`config.mk`:
```
export PLATFORM = sky130hd
export DESIGN_NAME = zone_state_table_manager
export DESIGN_NICKNAME = d
export VERILOG_FILES = /design/src/sv/zstm_pkg.sv /design/src/sv/zstm_div.sv /design/src/sv/zstm_table.sv /design/src/sv/zone_state_table_manager.sv
export SDC_FILE = /design/constraint.sdc
export NUM_CORES = 1
export LEC_CHECK = 0
export BUFFER_PORTS_ARGS = -buffer_cell sky130_fd_sc_hd__buf_2
export CAP_MARGIN = 20
export CORE_MARGIN = 2
export CORE_UTILIZATION = 61
export CTS_CLUSTER_SIZE = 28
export DETAILED_ROUTE_END_ITERATION = 16
export PLACE_DENSITY = 0.9
export SYNTH_ARGS = -nofsm -noshare
export SYNTH_HDL_FRONTEND = slang
export SYNTH_SLANG_ARGS = --single-unit
export TNS_END_PERCENT = 10
```
`constraint.sdc`:
```
create_clock -name clk_i -period 8.4 [get_ports clk_i]
set_input_delay 2.1 -clock clk_i [delete_from_list [all_inputs] [get_ports clk_i]]
set_output_delay 2.1 -clock clk_i [all_outputs]
set_load 0.1 [all_outputs]
```
`src/sv/zstm_pkg.sv`:
```
`timescale 1ns / 1ps
// zone state table manager: shared types, codes and the per-zone transition rule
// no dependencies

package zstm_pkg;

  localparam int unsigned LBA_W         = 48;
  localparam int unsigned BPZ_W         = 25;
  localparam int unsigned CFG_DATA_W    = 48;
  localparam int unsigned CFG_IDX_W     = 1;
  localparam int unsigned ZS_W          = 3;
  localparam int unsigned OP_W          = 3;
  localparam int unsigned OUT_W         = 5;
  localparam int unsigned NUM_ZONES_DEF = 16;

  localparam logic [BPZ_W-1:0] BPZ_RESET = BPZ_W'(65536);

  typedef enum logic [CFG_IDX_W-1:0] {
    CFG_ZONE_START      = 1'b0,
    CFG_BLOCKS_PER_ZONE = 1'b1
  } cfg_idx_e;

  typedef enum logic [OP_W-1:0] {
    OP_OPEN    = 3'd0,
    OP_CLOSE   = 3'd1,
    OP_FINISH  = 3'd2,
    OP_RESET   = 3'd3,
    OP_OFFLINE = 3'd4,
    OP_SET     = 3'd5
  } op_e;

  typedef enum logic [ZS_W-1:0] {
    ZS_EMPTY   = 3'd0,
    ZS_IOPEN   = 3'd1,
    ZS_EOPEN   = 3'd2,
    ZS_CLOSED  = 3'd3,
    ZS_RDONLY  = 3'd4,
    ZS_FULL    = 3'd5,
    ZS_OFFLINE = 3'd6
  } zs_e;

  typedef enum logic [1:0] {
    STAT_CHANGED  = 2'd0,
    STAT_NOCHANGE = 2'd1,
    STAT_ABORT    = 2'd2,
    STAT_RANGE    = 2'd3
  } status_e;

  typedef enum logic [2:0] {
    S_IDLE,
    S_DIV,
    S_APPLY,
    S_SWEEP,
    S_FIN
  } fsm_e;

  typedef struct packed {
    status_e         status;
    logic [ZS_W-1:0] next;
  } dec_t;

  function automatic logic op_known(input logic [OP_W-1:0] op);
    logic ok;
    case (op)
      OP_OPEN, OP_CLOSE, OP_FINISH, OP_RESET, OP_OFFLINE, OP_SET: ok = 1'b1;
      default: ok = 1'b0;
    endcase
    return ok;
  endfunction

  // effect of one command on one zone; all selects the select-all variant
  function automatic dec_t zone_decide(input logic [OP_W-1:0] op,
                                       input logic [ZS_W-1:0] cur,
                                       input logic [ZS_W-1:0] forced,
                                       input logic all);
    dec_t d;
    logic opened;
    opened   = (cur == ZS_IOPEN) || (cur == ZS_EOPEN);
    d.next   = cur;
    d.status = STAT_NOCHANGE;
    case (op)
      OP_OPEN: begin
        if (cur == ZS_CLOSED || (!all && (cur == ZS_EMPTY || cur == ZS_IOPEN))) begin
          d.next   = ZS_EOPEN;
          d.status = STAT_CHANGED;
        end else if (cur == ZS_RDONLY || cur == ZS_OFFLINE) begin
          d.status = STAT_ABORT;
        end
      end
      OP_CLOSE: begin
        if (opened) begin
          d.next   = ZS_CLOSED;
          d.status = STAT_CHANGED;
        end else if (cur != ZS_CLOSED) begin
          d.status = STAT_ABORT;
        end
      end
      OP_FINISH: begin
        if (opened || cur == ZS_CLOSED || (!all && cur == ZS_EMPTY)) begin
          d.next   = ZS_FULL;
          d.status = STAT_CHANGED;
        end else if (cur == ZS_RDONLY || cur == ZS_FULL) begin
          d.status = STAT_ABORT;
        end
      end
      OP_RESET: begin
        if (opened || cur == ZS_CLOSED || cur == ZS_FULL) begin
          d.next   = ZS_EMPTY;
          d.status = STAT_CHANGED;
        end else if (cur == ZS_RDONLY || cur == ZS_OFFLINE) begin
          d.status = STAT_ABORT;
        end
      end
      OP_OFFLINE: begin
        if (cur == ZS_RDONLY) begin
          d.next   = ZS_OFFLINE;
          d.status = STAT_CHANGED;
        end else if (cur != ZS_OFFLINE) begin
          d.status = STAT_ABORT;
        end
      end
      OP_SET: begin
        if (forced > ZS_OFFLINE) begin
          d.status = STAT_ABORT;
        end else if (forced != cur) begin
          d.next   = forced;
          d.status = STAT_CHANGED;
        end
      end
      default: d.status = STAT_ABORT;
    endcase
    return d;
  endfunction

endpackage

```
`src/sv/zstm_div.sv`:
```
`timescale 1ns / 1ps
// zone index divider: restoring shift-subtract, one quotient bit per cycle
// depends on zstm_pkg

module zstm_div #(
  parameter int unsigned QW = 5
) (
  input  logic                          clk_i,
  input  logic                          rst_ni,
  input  logic                          start_i,
  input  logic [zstm_pkg::LBA_W-1:0]    dividend_i,
  input  logic [zstm_pkg::BPZ_W-1:0]    divisor_i,
  output logic                          done_o,
  output logic [QW-1:0]                 quot_o
);

  localparam int unsigned SW = $clog2(QW + 1);

  logic [zstm_pkg::LBA_W-1:0] rem_q, rem_d;
  logic [zstm_pkg::LBA_W-1:0] div_q, div_d;
  logic [QW-1:0]              quot_q, quot_d;
  logic [SW-1:0]              step_q, step_d;
  logic                       run_q, run_d;
  logic                       done_q, done_d;
  logic                       ge;

  // top quotient bit set means quotient >= 2^(QW-1), which is out of range anyway
  always_comb begin
    rem_d  = rem_q;
    div_d  = div_q;
    quot_d = quot_q;
    step_d = step_q;
    run_d  = run_q;
    done_d = done_q;
    ge     = rem_q >= div_q;
    if (start_i) begin
      rem_d  = dividend_i;
      div_d  = zstm_pkg::LBA_W'(divisor_i) << (QW - 1);
      quot_d = '0;
      step_d = '0;
      run_d  = 1'b1;
      done_d = 1'b0;
    end else if (run_q) begin
      if (ge) begin
        rem_d = rem_q - div_q;
      end
      quot_d = (quot_q << 1) | QW'(ge);
      div_d  = div_q >> 1;
      step_d = step_q + SW'(1);
      if (step_q == SW'(QW - 1)) begin
        run_d  = 1'b0;
        done_d = 1'b1;
      end
    end
  end

  always_ff @(posedge clk_i or negedge rst_ni) begin
    if (!rst_ni) begin
      run_q  <= 1'b0;
      done_q <= 1'b0;
      step_q <= '0;
    end else begin
      run_q  <= run_d;
      done_q <= done_d;
      step_q <= step_d;
    end
  end

  always_ff @(posedge clk_i) begin
    rem_q  <= rem_d;
    div_q  <= div_d;
    quot_q <= quot_d;
  end

  assign done_o = done_q;
  assign quot_o = quot_q;

endmodule

```
`src/sv/zstm_table.sv`:
```
`timescale 1ns / 1ps
// zone state memory: one write and one registered read port, cleared to empty after reset
// depends on zstm_pkg

module zstm_table #(
  parameter int unsigned NUM_ZONES = zstm_pkg::NUM_ZONES_DEF,
  parameter int unsigned AW        = 4
) (
  input  logic                      clk_i,
  input  logic                      rst_ni,
  input  logic                      rd_en_i,
  input  logic [AW-1:0]             rd_addr_i,
  output logic [zstm_pkg::ZS_W-1:0] rd_data_o,
  input  logic                      wr_en_i,
  input  logic [AW-1:0]             wr_addr_i,
  input  logic [zstm_pkg::ZS_W-1:0] wr_data_i,
  output logic                      clr_busy_o
);

  logic [zstm_pkg::ZS_W-1:0] mem_q [NUM_ZONES];
  logic [zstm_pkg::ZS_W-1:0] rd_data_q;
  logic [AW-1:0]             clr_cnt_q, clr_cnt_d;
  logic                      clr_busy_q, clr_busy_d;
  logic                      we;
  logic [AW-1:0]             waddr;
  logic [zstm_pkg::ZS_W-1:0] wdata;

  always_comb begin
    clr_cnt_d  = clr_cnt_q;
    clr_busy_d = clr_busy_q;
    if (clr_busy_q) begin
      clr_cnt_d = clr_cnt_q + AW'(1);
      if (clr_cnt_q == AW'(NUM_ZONES - 1)) begin
        clr_busy_d = 1'b0;
      end
    end
    we    = clr_busy_q || wr_en_i;
    waddr = clr_busy_q ? clr_cnt_q : wr_addr_i;
    wdata = clr_busy_q ? zstm_pkg::ZS_EMPTY : wr_data_i;
  end

  always_ff @(posedge clk_i or negedge rst_ni) begin
    if (!rst_ni) begin
      clr_cnt_q  <= '0;
      clr_busy_q <= 1'b1;
    end else begin
      clr_cnt_q  <= clr_cnt_d;
      clr_busy_q <= clr_busy_d;
    end
  end

  always_ff @(posedge clk_i) begin
    if (we) begin
      mem_q[waddr] <= wdata;
    end
    if (rd_en_i) begin
      rd_data_q <= mem_q[rd_addr_i];
    end
  end

  assign rd_data_o  = rd_data_q;
  assign clr_busy_o = clr_busy_q;

endmodule

```
`src/sv/zone_state_table_manager.sv`:
```
`timescale 1ns / 1ps
// zone state table manager top: command sequencer, config registers, result register
// depends on zstm_pkg, zstm_div, zstm_table
//
//  channel | valid      | stall       | payload
//  --------+------------+-------------+-------------------------------------------------
//  in      | in_valid_i | in_stall_o  | in_opcode_i in_select_all_i in_start_lba_i
//          |            |             | in_forced_state_i
//  out     | out_valid_o| out_stall_i | out_status_o out_previous_state_o
//          |            |             | out_zone_index_o out_zones_changed_o
//  cfg     | cfg_we_i   | -           | cfg_index_i cfg_data_i
//
// single-zone command: the zone index is formed by the shift-subtract divider one bit per cycle;
// select-all: one zone per cycle through the table's one read port and one write port.
// one command at a time; the next transfer is taken once the result is in the output register.
// after reset the table is swept to empty with the input stalled.
// a stalled result holds while the next command is taken and worked on.

module zone_state_table_manager #(
  parameter int unsigned NUM_ZONES = zstm_pkg::NUM_ZONES_DEF
) (
  input  logic                                 clk_i,
  input  logic                                 rst_ni,
  input  logic                                 cfg_we_i,
  input  logic [zstm_pkg::CFG_IDX_W-1:0]       cfg_index_i,
  input  logic [zstm_pkg::CFG_DATA_W-1:0]      cfg_data_i,
  input  logic                                 in_valid_i,
  output logic                                 in_stall_o,
  input  logic [zstm_pkg::OP_W-1:0]            in_opcode_i,
  input  logic                                 in_select_all_i,
  input  logic [zstm_pkg::LBA_W-1:0]           in_start_lba_i,
  input  logic [zstm_pkg::ZS_W-1:0]            in_forced_state_i,
  output logic                                 out_valid_o,
  input  logic                                 out_stall_i,
  output logic [1:0]                           out_status_o,
  output logic [zstm_pkg::ZS_W-1:0]            out_previous_state_o,
  output logic [zstm_pkg::OUT_W-1:0]           out_zone_index_o,
  output logic [zstm_pkg::OUT_W-1:0]           out_zones_changed_o
);

  localparam int unsigned AW   = (NUM_ZONES > 1) ? $clog2(NUM_ZONES) : 1;
  localparam int unsigned QW   = $clog2(NUM_ZONES) + 1;
  localparam int unsigned CNTW = $clog2(NUM_ZONES + 1);
  localparam logic [zstm_pkg::OUT_W-1:0] ZoneSat = zstm_pkg::OUT_W'(NUM_ZONES);

  // config registers
  logic [zstm_pkg::LBA_W-1:0] zone_start_q;
  logic [zstm_pkg::BPZ_W-1:0] bpz_q;

  always_ff @(posedge clk_i or negedge rst_ni) begin
    if (!rst_ni) begin
      zone_start_q <= '0;
      bpz_q        <= zstm_pkg::BPZ_RESET;
    end else if (cfg_we_i) begin
      unique case (cfg_index_i)
        zstm_pkg::CFG_ZONE_START:      zone_start_q <= cfg_data_i;
        zstm_pkg::CFG_BLOCKS_PER_ZONE: bpz_q        <= cfg_data_i[zstm_pkg::BPZ_W-1:0];
        default: ;
      endcase
    end
  end

  zstm_pkg::fsm_e            state_q, state_d;
  logic [zstm_pkg::OP_W-1:0] op_q, op_d;
  logic [zstm_pkg::ZS_W-1:0] forced_q, forced_d;
  zstm_pkg::status_e         res_status_q, res_status_d;
  logic [zstm_pkg::ZS_W-1:0] res_prev_q, res_prev_d;
  logic [zstm_pkg::OUT_W-1:0] res_zidx_q, res_zidx_d;
  logic [zstm_pkg::OUT_W-1:0] res_cnt_q, res_cnt_d;
  logic [CNTW-1:0]           sw_cnt_q, sw_cnt_d;
  logic                      pend_q, pend_d;
  logic [AW-1:0]             pend_addr_q, pend_addr_d;

  logic                      div_start, div_done;
  logic [QW-1:0]             div_quot;
  logic                      tbl_rd_en, tbl_wr_en, clr_busy;
  logic [AW-1:0]             tbl_rd_addr, tbl_wr_addr;
  logic [zstm_pkg::ZS_W-1:0] tbl_rd_data, tbl_wr_data;
  logic                      out_load, out_valid_q;
  logic                      in_xfer, oor;
  zstm_pkg::dec_t            dec;

  assign in_stall_o = (state_q != zstm_pkg::S_IDLE) || clr_busy;
  assign in_xfer    = in_valid_i && !in_stall_o;

  zstm_div #(
    .QW (QW)
  ) u_div (
    .clk_i      (clk_i),
    .rst_ni     (rst_ni),
    .start_i    (div_start),
    .dividend_i (in_start_lba_i - zone_start_q),
    .divisor_i  (bpz_q),
    .done_o     (div_done),
    .quot_o     (div_quot)
  );

  zstm_table #(
    .NUM_ZONES (NUM_ZONES),
    .AW        (AW)
  ) u_table (
    .clk_i      (clk_i),
    .rst_ni     (rst_ni),
    .rd_en_i    (tbl_rd_en),
    .rd_addr_i  (tbl_rd_addr),
    .rd_data_o  (tbl_rd_data),
    .wr_en_i    (tbl_wr_en),
    .wr_addr_i  (tbl_wr_addr),
    .wr_data_i  (tbl_wr_data),
    .clr_busy_o (clr_busy)
  );

  always_comb begin
    state_d      = state_q;
    op_d         = op_q;
    forced_d     = forced_q;
    res_status_d = res_status_q;
    res_prev_d   = res_prev_q;
    res_zidx_d   = res_zidx_q;
    res_cnt_d    = res_cnt_q;
    sw_cnt_d     = sw_cnt_q;
    pend_d       = pend_q;
    pend_addr_d  = pend_addr_q;
    div_start    = 1'b0;
    tbl_rd_en    = 1'b0;
    tbl_rd_addr  = '0;
    tbl_wr_en    = 1'b0;
    tbl_wr_addr  = pend_addr_q;
    tbl_wr_data  = '0;
    out_load     = 1'b0;
    // zero divisor gives an all-ones quotient, so it lands here too
    oor          = div_quot >= QW'(NUM_ZONES);
    dec          = zstm_pkg::zone_decide(op_q, tbl_rd_data, forced_q, state_q == zstm_pkg::S_SWEEP);

    unique case (state_q)
      zstm_pkg::S_IDLE: begin
        if (in_xfer) begin
          op_d       = in_opcode_i;
          forced_d   = in_forced_state_i;
          res_prev_d = '0;
          res_zidx_d = '0;
          res_cnt_d  = '0;
          if (in_select_all_i) begin
            sw_cnt_d = '0;
            pend_d   = 1'b0;
            if (zstm_pkg::op_known(in_opcode_i)) begin
              res_status_d = zstm_pkg::STAT_NOCHANGE;
              state_d      = zstm_pkg::S_SWEEP;
            end else begin
              res_status_d = zstm_pkg::STAT_ABORT;
              state_d      = zstm_pkg::S_FIN;
            end
          end else begin
            div_start = 1'b1;
            state_d   = zstm_pkg::S_DIV;
          end
        end
      end
      zstm_pkg::S_DIV: begin
        if (div_done) begin
          res_zidx_d = oor ? ZoneSat : zstm_pkg::OUT_W'(div_quot);
          if (!zstm_pkg::op_known(op_q)) begin
            res_status_d = zstm_pkg::STAT_ABORT;
            state_d      = zstm_pkg::S_FIN;
          end else if (oor) begin
            res_status_d = zstm_pkg::STAT_RANGE;
            state_d      = zstm_pkg::S_FIN;
          end else begin
            tbl_rd_en   = 1'b1;
            tbl_rd_addr = div_quot[AW-1:0];
            pend_addr_d = div_quot[AW-1:0];
            state_d     = zstm_pkg::S_APPLY;
          end
        end
      end
      zstm_pkg::S_APPLY: begin
        res_prev_d   = tbl_rd_data;
        res_status_d = dec.status;
        if (dec.status == zstm_pkg::STAT_CHANGED) begin
          tbl_wr_en   = 1'b1;
          tbl_wr_data = dec.next;
          res_cnt_d   = zstm_pkg::OUT_W'(1);
        end
        state_d = zstm_pkg::S_FIN;
      end
      zstm_pkg::S_SWEEP: begin
        // read of zone i overlaps the write-back of zone i-1
        if (sw_cnt_q < CNTW'(NUM_ZONES)) begin
          tbl_rd_en   = 1'b1;
          tbl_rd_addr = sw_cnt_q[AW-1:0];
          pend_addr_d = sw_cnt_q[AW-1:0];
          sw_cnt_d    = sw_cnt_q + CNTW'(1);
          pend_d      = 1'b1;
        end else begin
          pend_d = 1'b0;
          if (!pend_q) begin
            state_d = zstm_pkg::S_FIN;
          end
        end
        if (pend_q && dec.status == zstm_pkg::STAT_CHANGED) begin
          tbl_wr_en    = 1'b1;
          tbl_wr_data  = dec.next;
          res_cnt_d    = res_cnt_q + zstm_pkg::OUT_W'(1);
          res_status_d = zstm_pkg::STAT_CHANGED;
        end
      end
      zstm_pkg::S_FIN: begin
        if (!out_valid_q || !out_stall_i) begin
          out_load = 1'b1;
          state_d  = zstm_pkg::S_IDLE;
        end
      end
      default: state_d = zstm_pkg::S_IDLE;
    endcase
  end

  always_ff @(posedge clk_i or negedge rst_ni) begin
    if (!rst_ni) begin
      state_q     <= zstm_pkg::S_IDLE;
      pend_q      <= 1'b0;
      sw_cnt_q    <= '0;
      out_valid_q <= 1'b0;
    end else begin
      state_q  <= state_d;
      pend_q   <= pend_d;
      sw_cnt_q <= sw_cnt_d;
      if (out_load) begin
        out_valid_q <= 1'b1;
      end else if (!out_stall_i) begin
        out_valid_q <= 1'b0;
      end
    end
  end

  always_ff @(posedge clk_i) begin
    op_q         <= op_d;
    forced_q     <= forced_d;
    res_status_q <= res_status_d;
    res_prev_q   <= res_prev_d;
    res_zidx_q   <= res_zidx_d;
    res_cnt_q    <= res_cnt_d;
    pend_addr_q  <= pend_addr_d;
    if (out_load) begin
      out_status_o         <= res_status_q;
      out_previous_state_o <= res_prev_q;
      out_zone_index_o     <= res_zidx_q;
      out_zones_changed_o  <= res_cnt_q;
    end
  end

  assign out_valid_o = out_valid_q;

  // an accepted command always leaves idle
  a_xfer_starts: assert property (@(posedge clk_i) disable iff (!rst_ni)
    in_xfer |=> state_q != zstm_pkg::S_IDLE)
    else $error("accepted command did not start");

  // the sequencer never writes the table while no command is in flight
  a_idle_no_write: assert property (@(posedge clk_i) disable iff (!rst_ni)
    (state_q == zstm_pkg::S_IDLE) |-> !tbl_wr_en)
    else $error("table written while idle");

  // out of range reports no previous state, no changed zones and zone index NUM_ZONES
  a_range_result: assert property (@(posedge clk_i) disable iff (!rst_ni)
    (out_valid_o && out_status_o == zstm_pkg::STAT_RANGE) |->
      (out_previous_state_o == '0 && out_zones_changed_o == '0 &&
       out_zone_index_o == ZoneSat))
    else $error("bad out of range result");

endmodule

```
Yosys cells after proc, flatten, opt, wreduce, memory -nomap -nowiden
Memories as Yosys holds them, arrays and structs flattened. A register that Yosys moved wholly into a read port is not among the register bits.
Index checks and enable logic that the tools add are counted.
{"block": "totals", "register_bits": 215, "mem_bits_rw": 48, "in_bits": 109, "output_inout_bits": 17, "word_cells": 233, "n_memories": 1}
{"memory": "u_table.mem_q", "words": 16, "width": 3, "read_ports": 1, "rd_clocked_by_memory_dff": 1, "wr": 1, "line": "zstm_table.sv:20", "text": "logic [zstm_pkg::ZS_W-1:0] mem_q [NUM_ZONES];"}
{"block": "op_classes", "add_sub_neg": 6, "order_cmp": 4, "eq_ne": 38, "mux": 107, "bitwise": 2, "n_reduce_logical": 49}
{"op": "48-bit 2-to-1 mux", "n": 3}
{"op": "3-bit 2-to-1 mux", "n": 21}
{"op": "29-bit 2-to-1 mux", "n": 2}
{"op": "48-bit by 29-bit >= comparator with 1-bit output", "n": 1}
{"op": "48-bit by 29-bit subtractor with 48-bit output", "n": 1}
{"op": "48-bit subtractor", "n": 1}
{"op": "4-bit 2-to-1 mux", "n": 10}
{"op": "5-bit 2-to-1 mux", "n": 8}
{"op": "2-bit 2-to-1 mux", "n": 17}
{"op": "1-bit 2-to-1 mux", "n": 32}
{"op": "3-bit equality test, second input constant", "n": 9}
{"op": "3-bit by 2-bit equality test with 1-bit output, second input constant", "n": 8}
{"op": "5-bit case mux with 2 select lines", "n": 2}
{"op": "3-bit case mux with 6 select lines", "n": 1}
{"op": "2-bit inequality test, second input constant", "n": 8}
{"op": "4-bit case mux with 2 select lines", "n": 2}
{"op": "3-bit case mux with 5 select lines", "n": 1}
{"op": "5-bit case mux with 3 select lines", "n": 1}
{"op": "2-bit nonzero test", "n": 7}
{"op": "3-bit by 1-bit equality test with 1-bit output, second input constant", "n": 4}
{"op": "3-bit zero test", "n": 4}
{"op": "2-bit case mux with 6 select lines", "n": 1}
{"op": "3-bit case mux with 2 select lines", "n": 2}
{"op": "2-bit AND reduction", "n": 6}
{"op": "26 further kinds", "n": 54}

Depth between registers and ports, before layout
Gate-level depths: netlist of the first run.
{"block": "logic_depth", "ltp_word": 13, "depth_mapped": 13, "depth_no_buf": 13}

By module
From an unflattened synthesis of the first run, not the netlist that was laid out.
{"block": "unflattened", "hier_cells": 1678, "area_unflattened_um2": 16310.6}
{"module": "zone_state_table_manager", "n_inst": 1, "cells_each": 902, "area_per_inst_um2": 8125.3, "seq_area_each_um2": 3279.4}
{"module": "zstm_div", "n_inst": 1, "cells_each": 640, "area_per_inst_um2": 5841.9, "seq_area_each_um2": 2497.4}
{"module": "zstm_table", "n_inst": 1, "cells_each": 136, "area_per_inst_um2": 2343.5, "seq_area_each_um2": 1657.8}

Worst setup path after synthesis of the first run
No wires, ideal clock.
{"block": "synth_timing", "kind": "flip-flop to flip-flop", "start": "reg u_div.rem_q[0] (netlist bit)", "end": "reg u_div.rem_q[0] (netlist bit) (enable)", "setup_time_ns": 0.520, "arrival_ns": 5.653, "required_time_ns": 7.880, "setup_slack_ns": 2.227, "path_stages_with_launch": 13, "path_buffers": 0, "synth_period_minus_slack_ns": 6.173, "path_cell_list": "edfxtp_1 -> inv_1 -> ha_1 -> fa_1 -> nor2b_1 -> o31a_1 -> o31a_1 -> o21ai_2 -> a311oi_1 -> o2111ai_2 -> nand3b_2 -> nor3_1 -> o21ai_0"}
{"block": "synth_via", "elab_chain_len": 3}
{"element": "from (decl)", "line": "zstm_div.sv:19", "text": "logic [zstm_pkg::LBA_W-1:0] rem_q, rem_d;"}
{"element": "from (signal assigned)", "line": "zstm_div.sv:70", "text": "rem_q <= rem_d;"}
{"element": "48-bit by 29-bit >= comparator with 1-bit output", "line": "zstm_div.sv:35", "text": "ge = rem_q >= div_q;"}
{"element": "2-bit nonzero test (no source line)"}
{"element": "2-bit AND reduction (no source line)"}
Every way passes these cells.
A chain may end at the register's enable or synchronous reset.

Final worst setup path of the first run
{"block": "layout_timing", "start": "in in_start_lba_i[0] (netlist bit)", "end": "reg u_div.rem_q[38] (netlist bit) (data pin)"}
{"block": "layout_via", "elab_chain_len": 2}
{"element": "from (decl)", "line": "zone_state_table_manager.sv:31", "text": "input logic [zstm_pkg::LBA_W-1:0] in_start_lba_i,"}
{"element": "48-bit subtractor", "line": "zone_state_table_manager.sv:92", "text": ".dividend_i (in_start_lba_i - zone_start_q),"}
{"element": "48-bit 2-to-1 mux", "line": "zstm_div.sv:36", "text": "if (start_i) begin"}
{"element": "via u_div.rem_d, one bit", "line": "zstm_div.sv:19"}
The timed path passes the listed nets, and every way through them passes these cells.

==> results of run 1 <==
[sequential cells by signal, summed over array words and instances, names as in the netlist, 3 cells and up]
signal and count:
res_prev_q 3, u_div.step_q 3, sw_cnt_q 5, out_zone_index_o 5, u_div.rem_q 48, pend_addr_q 4, res_cnt_q 5, zone_start_q 48
out_previous_state_o 3, u_table.clr_cnt_q 4, u_div.div_q 29, forced_q 3, state_q 3, op_q 3, u_table.rd_data_o 3, u_div.quot_o 5
out_zones_changed_o 5, bpz_q 25, res_zidx_q 5, u_table.mem_q 48
[routing by layer]
layer,global-route usage,routed length (microns),vias up,share of wire
li1,-,-,6163,-
met1,0.360,15600,6206,0.41
met2,0.459,18600,707,0.48
met3,0.0422,3010,104,0.078
met4,0.0919,1120,0,0.029
met5,0,0,-,0
[stage by stage]
stage | cells | area [sq um] | setup WS, ns | utilization | hold WS, ns
detailed placement | 2057 | 16900 | 3.19 | 0.651 | 0.405
floorplan | 1659 | 16000 | 2.23 | - | 0.400
global route | 2113 | 18000 | 3.48 | 0.693 | 0.431
finish | 2113 | 18000 | 3.65 | 0.693 | 0.417
global placement | 2056 | 16800 | 3.30 | 0.650 | 0.402
CTS | 2111 | 17900 | 3.73 | 0.691 | 0.419
[worst paths after layout]
| kind | startpoint | cells after the start | slack, ns | endpoint |
|---|---|---|---|---|
| max | in_start_lba_i[0] | 14 | 3.65 | u_div.rem_q[38] |
| min | res_status_q[1] | 0 | 0.42 | out_status_o[1] |
| max reg2reg | u_div.rem_q[0] | 13 | 4.34 | u_div.rem_q[37] |
| min reg2reg | res_status_q[1] | 0 | 0.42 | out_status_o[1] |
| max in group asynchronous | rst_ni | 2 | 5.77 | u_div.step_q[0] |
| min in group asynchronous | rst_ni | 1 | 1.55 | zone_start_q[14] |
[cell type report]
cell class              instances  area (sq um)  share of cell area
clock buffers                  37           850              0.0473
clock inverters                17           204              0.0114
inverters                     102           383              0.0213
multi-input cells            1218          7890               0.440
flip-flops and latches        266          7430               0.414
well taps                     335           419              0.0233
repair buffers                138           769              0.0429
[Yosys cell counts, drive strengths merged, types with 6 or more instances]
master,instances
nand4,18
a211o,6
o22ai,6
nor2b,22
a211oi,28
o21bai,8
a41oi,6
a21o,31
dfxtp,9
o31ai,34
xnor2,48
dfrtp,91
nand3,23
clkbuf,46
mux2i,16
ha,81
or3,9
xor2,44
a21oi,125
inv,101
o211ai,6
nor3,37
o21a,7
nand2b,21
nand2,212
buf,27
and3,11
and2,30
nor2,131
edfxtp,164
o21ai,129
mux2,30
a31oi,25
nor4,8
or2,7
[worst reg2reg max path, delay by kind of cell, from the launching register on]
| kind | cells | cell delay (ns) |
|---|---|---|
| and+or+nand+nor | 3 | 0.55 |
| adders and majority gates | 2 | 0.67 |
| DFF | 1 | 0.32 |
| buffers and inverters | 2 | 0.56 |
| AOI/OAI and AO/OA | 6 | 1.59 |
[cell families (layout without fill, tap and decap cells)]
kind of cell	after synthesis	in the layout	share of synthesized area
buf+inv	175	294	0.0433
simple gates	539	539	0.158
xor+xnor	92	92	0.0504
flops	266	266	0.465
compound gates	458	458	0.186
mux	46	46	0.0311
fa+ha+maj	83	83	0.0659
[report_power, final]
group / leakage, nW / switching, mW / total (mW) / internal, mW
combinational: 4.04 / 1.87 / 2.97 / 1.11
clock: 0.517 / 0.550 / 1.39 / 0.840
sequential: 2.83 / 0.227 / 2.15 / 1.92
==> key figures, run 1 <==
Finish
  – Layout cells sized above 1: 0.151
  – Area grow syn2layout: 12.3%
  – Most frequent cells in the layout: nand2_1, edfxtp_1, nor2_1
  – Fill cell count: between 1500 and 2000
  – Post-layout nets: a little under 2000
  – # diodes: 0
  – Most common cell after layout, fill and taps aside: nand2_1

CTS
  – Max clock buf depth: 3
  – Clk slew on worst S/H paths: approximately 0.060 ns
  – Post-CTS Setup Bufs: 0
  – Worst skew pair latency: approximately 0.57 ns
  – CTS Hold Buffers Added: 0
  – Max H-tree Level: 1
  – CTS resizes: 0
  – CTS tree: built
  – Root Buffer: clkbuf_16
  – Clock Sinks: about 270
  – CTS buffer count: 29

Global route
  – Initial antenna violation count: 0
  – Global route overflow: 0
  – Total GRT Usage: 0.272
  – First-pass GRT wire length: approximately 63000 microns
  – Vias in the first global route: 12900
  – Pin count of the biggest net entering global routing: slightly above 60

Timing
  – Slew @ Worst Pin: a little over 1 ns
  – Setup Skew: approximately 0.020 ns
  – RSZ-0062 raised after global routing: false
  – Hold Vio Cnt, Final: 0
  – Final Max Tran Viols: 0
  – Fin crit period: around 4.7 ns
  – Relative slew slack: 0.315
  – Max Clock Freq: ~0.21 GHz
  – Fin crit share: 0.565
  – TNS Setup: 0 ns
  – Setup-failing EPs final: 0

Placed design
  – Gpl congestion: 0.950
  – Hpwl dp: roughly 26000 microns
  – PortBufs: ~130

Die
  – DIE HEIGHT: approximately 170 microns
  – Site row count: between 50 and 60
  – Core area: 25900 sq um
  – Starting Density: 0.617
  – Die width: 166 microns
  – Io pins: 126
  – Die area: 27500 sq um

Worst setup path
  – Top cell family by delay on the critical path: compound AO/OA/AOI/OAI gates
  – WP buf/inv: 2
  – CP endpoint kind: flip-flop
  – CP Data Required Time: roughly 9 ns
  – CP max stage cell: or4_1
  – Critical Path Most Common Cell: a21oi_1
  – CP Cell Sequence: buf_2, inv_1, ha_1, fa_1, nand2b_1, a21oi_1, o21ai_0, a31oi_1, o211a_1, o21ai_1, a21oi_2, a21oi_1, or4_1, nand3_1
  – Worst path max stage delay: 0.49 ns
  – Critical setup path kind: in2reg
  – Type of origin of the critical path: input port
  – Crit Path Max Fanout: 4
  – CP arrival: approximately 5.2 ns

Drt
  – Via density per instance: 6.24
  – Post-route ant nets: 0
  – Drt wl/cell: 18.2 microns
  – DR iter-0 viols: between 1500 and 2000
  – Routed WL: between 30000 and 40000 microns
  – # DRC: 0
  – Drt pass-1 iters: 6
  – Vias: between 10000 and 15000

Power
  – Total power: between 6 and 7 mW
  – Maximum vdd drop: 288 uV
  – Leakage: around 7.4 nW
  – PD cells: ~360 nW/um^2

Synth
  – Register bit total from synthesis: about 270
  – Synth area leader: edfxtp_1
  – Synth top area cells: edfxtp_1, dfrtp_1, ha_1, nand2_1, a21oi_1
  – Syn nets: approximately 1900
  – Avg Synthesized Cell Area: between 9 and 10 sq um
  – Asr flop ratio synth: 0.350
  – Mapped Area: around 16000 sq um
  – Synth top area share: 0.308
  – Most used DFF post-synth: edfxtp_1
  – Synth cell types: 89
  – Post-synth EDFFs: ~160
  – Yosys warning count: 0
  – Gate Count Post-Synth: between 1500 and 2000
  – Register area share after synthesis: 0.465

Run status
  – Status: finished, final reports clean

Job
  – Max-Cap Viols: 0

Min path
  – Worst hold path type: reg2reg
(Power assumes the default switching activity.)
==> run 2, diff against run 1 <==
--- a/config.mk
+++ b/config.mk
@@ -5,10 +5,11 @@
 export SDC_FILE = /design/constraint.sdc
 export NUM_CORES = 1
 export LEC_CHECK = 0
+export ABC_AREA = 1
 export BUFFER_PORTS_ARGS = -buffer_cell sky130_fd_sc_hd__buf_2
 export CAP_MARGIN = 20
 export CORE_MARGIN = 2
-export CORE_UTILIZATION = 61
+export CORE_UTILIZATION = 62
 export CTS_CLUSTER_SIZE = 28
 export DETAILED_ROUTE_END_ITERATION = 16
 export PLACE_DENSITY = 0.9
==> constraint.sdc (replaced) <==
create_clock -name clk_i -period 4.67 [get_ports clk_i]
set_input_delay 1.1675 -clock clk_i [delete_from_list [all_inputs] [get_ports clk_i]]
set_output_delay 1.1675 -clock clk_i [all_outputs]
set_load 0.1 [all_outputs]
==> key figures, run 2 <==
Synth
  – Register bit total from synthesis: 266 (unchanged)
  – Register area share after synthesis: 0.389 (-0.0758)
  – Gate Count Post-Synth: 2847 (+72%)
  – Synth area leader: edfxtp_1
  – Avg Synthesized Cell Area: 6.71 sq um (-30%)
  – Synth cell types: 56 (-37%)
  – Asr flop ratio synth: 0.350 (unchanged)
  – Syn nets: 3039 (+64%)
  – Mapped Area: 19100 sq um (+19%)
  – Synth top area share: 0.258 (-0.0502)
  – Post-synth top cells: nand2_1, inv_1, nor2_1
  – Most used DFF post-synth: edfxtp_1
  – Yosys warning count: 0 (unchanged)
  – Post-synth EDFFs: 164 (unchanged)
  – Synth top area cells: edfxtp_1, nand2_1, dfrtp_1, inv_1, nor2_1
  – Count leader, synth: nand2_1

Finish
  – Layout cells sized above 1: 0.0707 (-0.0800)
  – Most frequent cells in the layout: nand2_1, inv_1, nor2_1
  – Largest regs: u_div.rem_q: 48 flops, u_table.mem_q: 48 flops, zone_start_q: 48 flops
  – Most common cell after layout, fill and taps aside: nand2_1
  – Footprint of the multi-input gates: 9230 sq um (+17%)
  – Post-layout nets: 3155 (+62%)
  – # diodes: 0 (unchanged)
  – Fill cell count: 2464 (+38%)
  – Post-route design area: 21100 sq um (+17%)
  – Area grow syn2layout: 10.3%
  – FF/Latch Area: 7430 sq um (unchanged)

Timing
  – Final Max Tran Viols: 0 (unchanged)
  – Max Clock Freq: 0.305 GHz
  – Fin crit share: 0.702
  – Relative slew slack: 0.224 (-0.0908)
  – Hold Vio Cnt, Final: 0 (unchanged)
  – Setup Skew: 0.0198 ns (+0.000234 ns)
  – Fin crit period: roughly 3.3 ns
  – TNS Setup: 0 ns (unchanged)
  – Setup-failing EPs final: 0 (unchanged)
  – Slew @ Worst Pin: 1.16 ns (+0.138 ns)
  – RSZ-0062 raised after global routing: false
  – Hold WS: 0.413 ns (-0.00476 ns)
  – Setup WS post-layout: 1.39 ns (-2.26 ns)

Power
  – Int Pwr: 6.83 mW (+76%)
  – Total power: 12.9 mW (+98%)
  – Flop pwr share: 0.302 (-0.028)
  – Leakage: 11.1 nW (+50%)
  – Maximum vdd drop: 408 uV (+42%)
  – PD cells: 612 nW/um^2 (+69%)
  – Clock power frac: 0.188 (-0.026)
  – Gate power share: 0.510 (+0.054)
  – Sw Pwr: 6.07 mW (+130%)
  – Switching Fraction: 0.470 (+0.0646)

Job
  – Max-Cap Viols: 0 (unchanged)

CTS
  – Max H-tree Level: 1 (unchanged)
  – Clock Sinks: 266 (unchanged)
  – CTS tree: built
  – Root Buffer: clkbuf_16
  – Clk slew on worst S/H paths: 0.07 ns (about the same)
  – Post-CTS Setup Bufs: 0 (unchanged)
  – Max clock buf depth: 3 (unchanged)
  – CTS Hold Buffers Added: 0 (unchanged)
  – CTS buffer count: 29 (unchanged)
  – CTS resizes: 0 (unchanged)
  – Worst skew pair latency: 0.56 ns (about the same)

Worst setup path
  – Type of origin of the critical path: flip-flop
  – Crit Path Max Fanout: 16 (+12)
  – CP endpoint kind: flip-flop
  – Critical setup path kind: reg2reg
  – CP Data Required Time: 4.85 ns (-3.97 ns)
  – CP arrival: 3.46 ns (-1.71 ns)
  – R2r setup slk: 1.39 ns (-2.95 ns)

Die
  – DIE HEIGHT: 180 microns (+8.2%)
  – Io pins: 126 (unchanged)
  – Die area: 32200 sq um (+17%)
  – Core area: 30400 sq um (+17%)
  – Die width: 180 microns (+8.2%)
  – Site row count: 64 (+8.5%)
  – Starting Density: 0.628 (+0.0108)

Placed design
  – Worst slack, placed: 1.34 ns (-1.86 ns)
  – Gpl congestion: 1.01 (+6.8%)
  – Area after DPL: 20100 sq um (+19%)
  – PortBufs: 125 (unchanged)
  – Hpwl dp: 45700 microns (+74%)

Drt
  – Drt wl/cell: 17.2 microns (-5.2%)
  – # DRC: 0 (unchanged)
  – Post-route ant nets: 0 (unchanged)
  – Vias: 18700 (+42%)
  – Via density per instance: 5.52 (-11%)
  – Routed WL: 58200 microns (+52%)
  – DR iter-0 viols: 1771 (+5.6%)
  – Drt pass-1 iters: 6 (unchanged)

Min path
  – Worst hold path type: reg2reg

Global route
  – Initial antenna violation count: 0 (unchanged)
  – Pin count of the biggest net entering global routing: 72 (+16%)
  – First-pass GRT wire length: 92500 microns (+47%)
  – Global route overflow: 0 (unchanged)
  – Vias in the first global route: 18100 (+40%)
  – Total GRT Usage: 0.358 (+0.0862)

Run status
  – Status: finished, final reports clean
## run 2: kinds of logic (layout without fill, tap and decap cells)
| family | count (synthesis) | count (layout) | synth area share |
|---|---|---|---|
| and+or+nand+nor | 1576 | 1576 | 0.339 |
| buffers and inverters | 628 | 766 | 0.128 |
| AOI/OAI and AO/OA | 273 | 273 | 0.0782 |
| DFF | 266 | 266 | 0.389 |
| adders and majority gates | 83 | 83 | 0.0551 |
| xor gates and xnor gates | 19 | 19 | 0.00871 |
| muxes | 2 | 2 | 0.00111 |
## run 2: layout make-up
class                   instances  share of cell area
multi-input cells            1953               0.438
flip-flops and latches        266               0.353
inverters                     576               0.103
clock buffers                  37              0.0368
repair buffers                137              0.0360
well taps                     396              0.0235
clock inverters                16              0.0103
## run 2: path summary, 6_finish.rpt
check	from	endpoint	depth (start not counted)
setup / recovery	u_table.rd_data_o[2]	u_table.mem_q[8][1]	8
hold / removal	res_zidx_q[3]	out_zone_index_o[3]	0
setup reg to reg	u_table.rd_data_o[2]	u_table.mem_q[8][1]	8
hold reg to reg	res_zidx_q[3]	out_zone_index_o[3]	0
max in group asynchronous	rst_ni	bpz_q[16]	2
min in group asynchronous	rst_ni	zone_start_q[41]	1
## run 2: worst max-delay path, cell delays in order (launching register included)
cell      delay [ns]
edfxtp_1        0.55
inv_1           0.29
nor2_1          0.31
nor2_1          0.09
a21oi_1         0.13
nand3_1         0.13
nor2_1          0.22
nand4_1         0.24
nor2_1          0.94
## run 2: stage by stage
| step | cells | utilization |
|---|---|---|
| finish | 3381 | 0.692 |
| global route | 3381 | 0.692 |
| CTS | 3378 | 0.692 |
| detailed placement | 3325 | 0.659 |
| global placement | 3325 | 0.659 |
| floorplan | 2847 | - |
## run 2: power groups by stage
stage | clock, mW | combinational [mW] | sequential, mW
2_1_floorplan | 0 | 4.46 | 3.91
3_3_place_gp | 0 | 6.19 | 3.88
3_5_place_dp | 0 | 6.36 | 3.92
4_1_cts | 2.44 | 6.42 | 3.88
5_1_grt | 2.53 | 7.33 | 3.94
6_report | 2.42 | 6.58 | 3.90
## run 2: routing by layer
layer  track usage  vias up  wire (microns)
met1         0.452     8433           22900
li1              -     9125               -
met5             0        -               0
met2         0.623      950           28100
met4         0.135        0            2370
met3        0.0515      161            4850
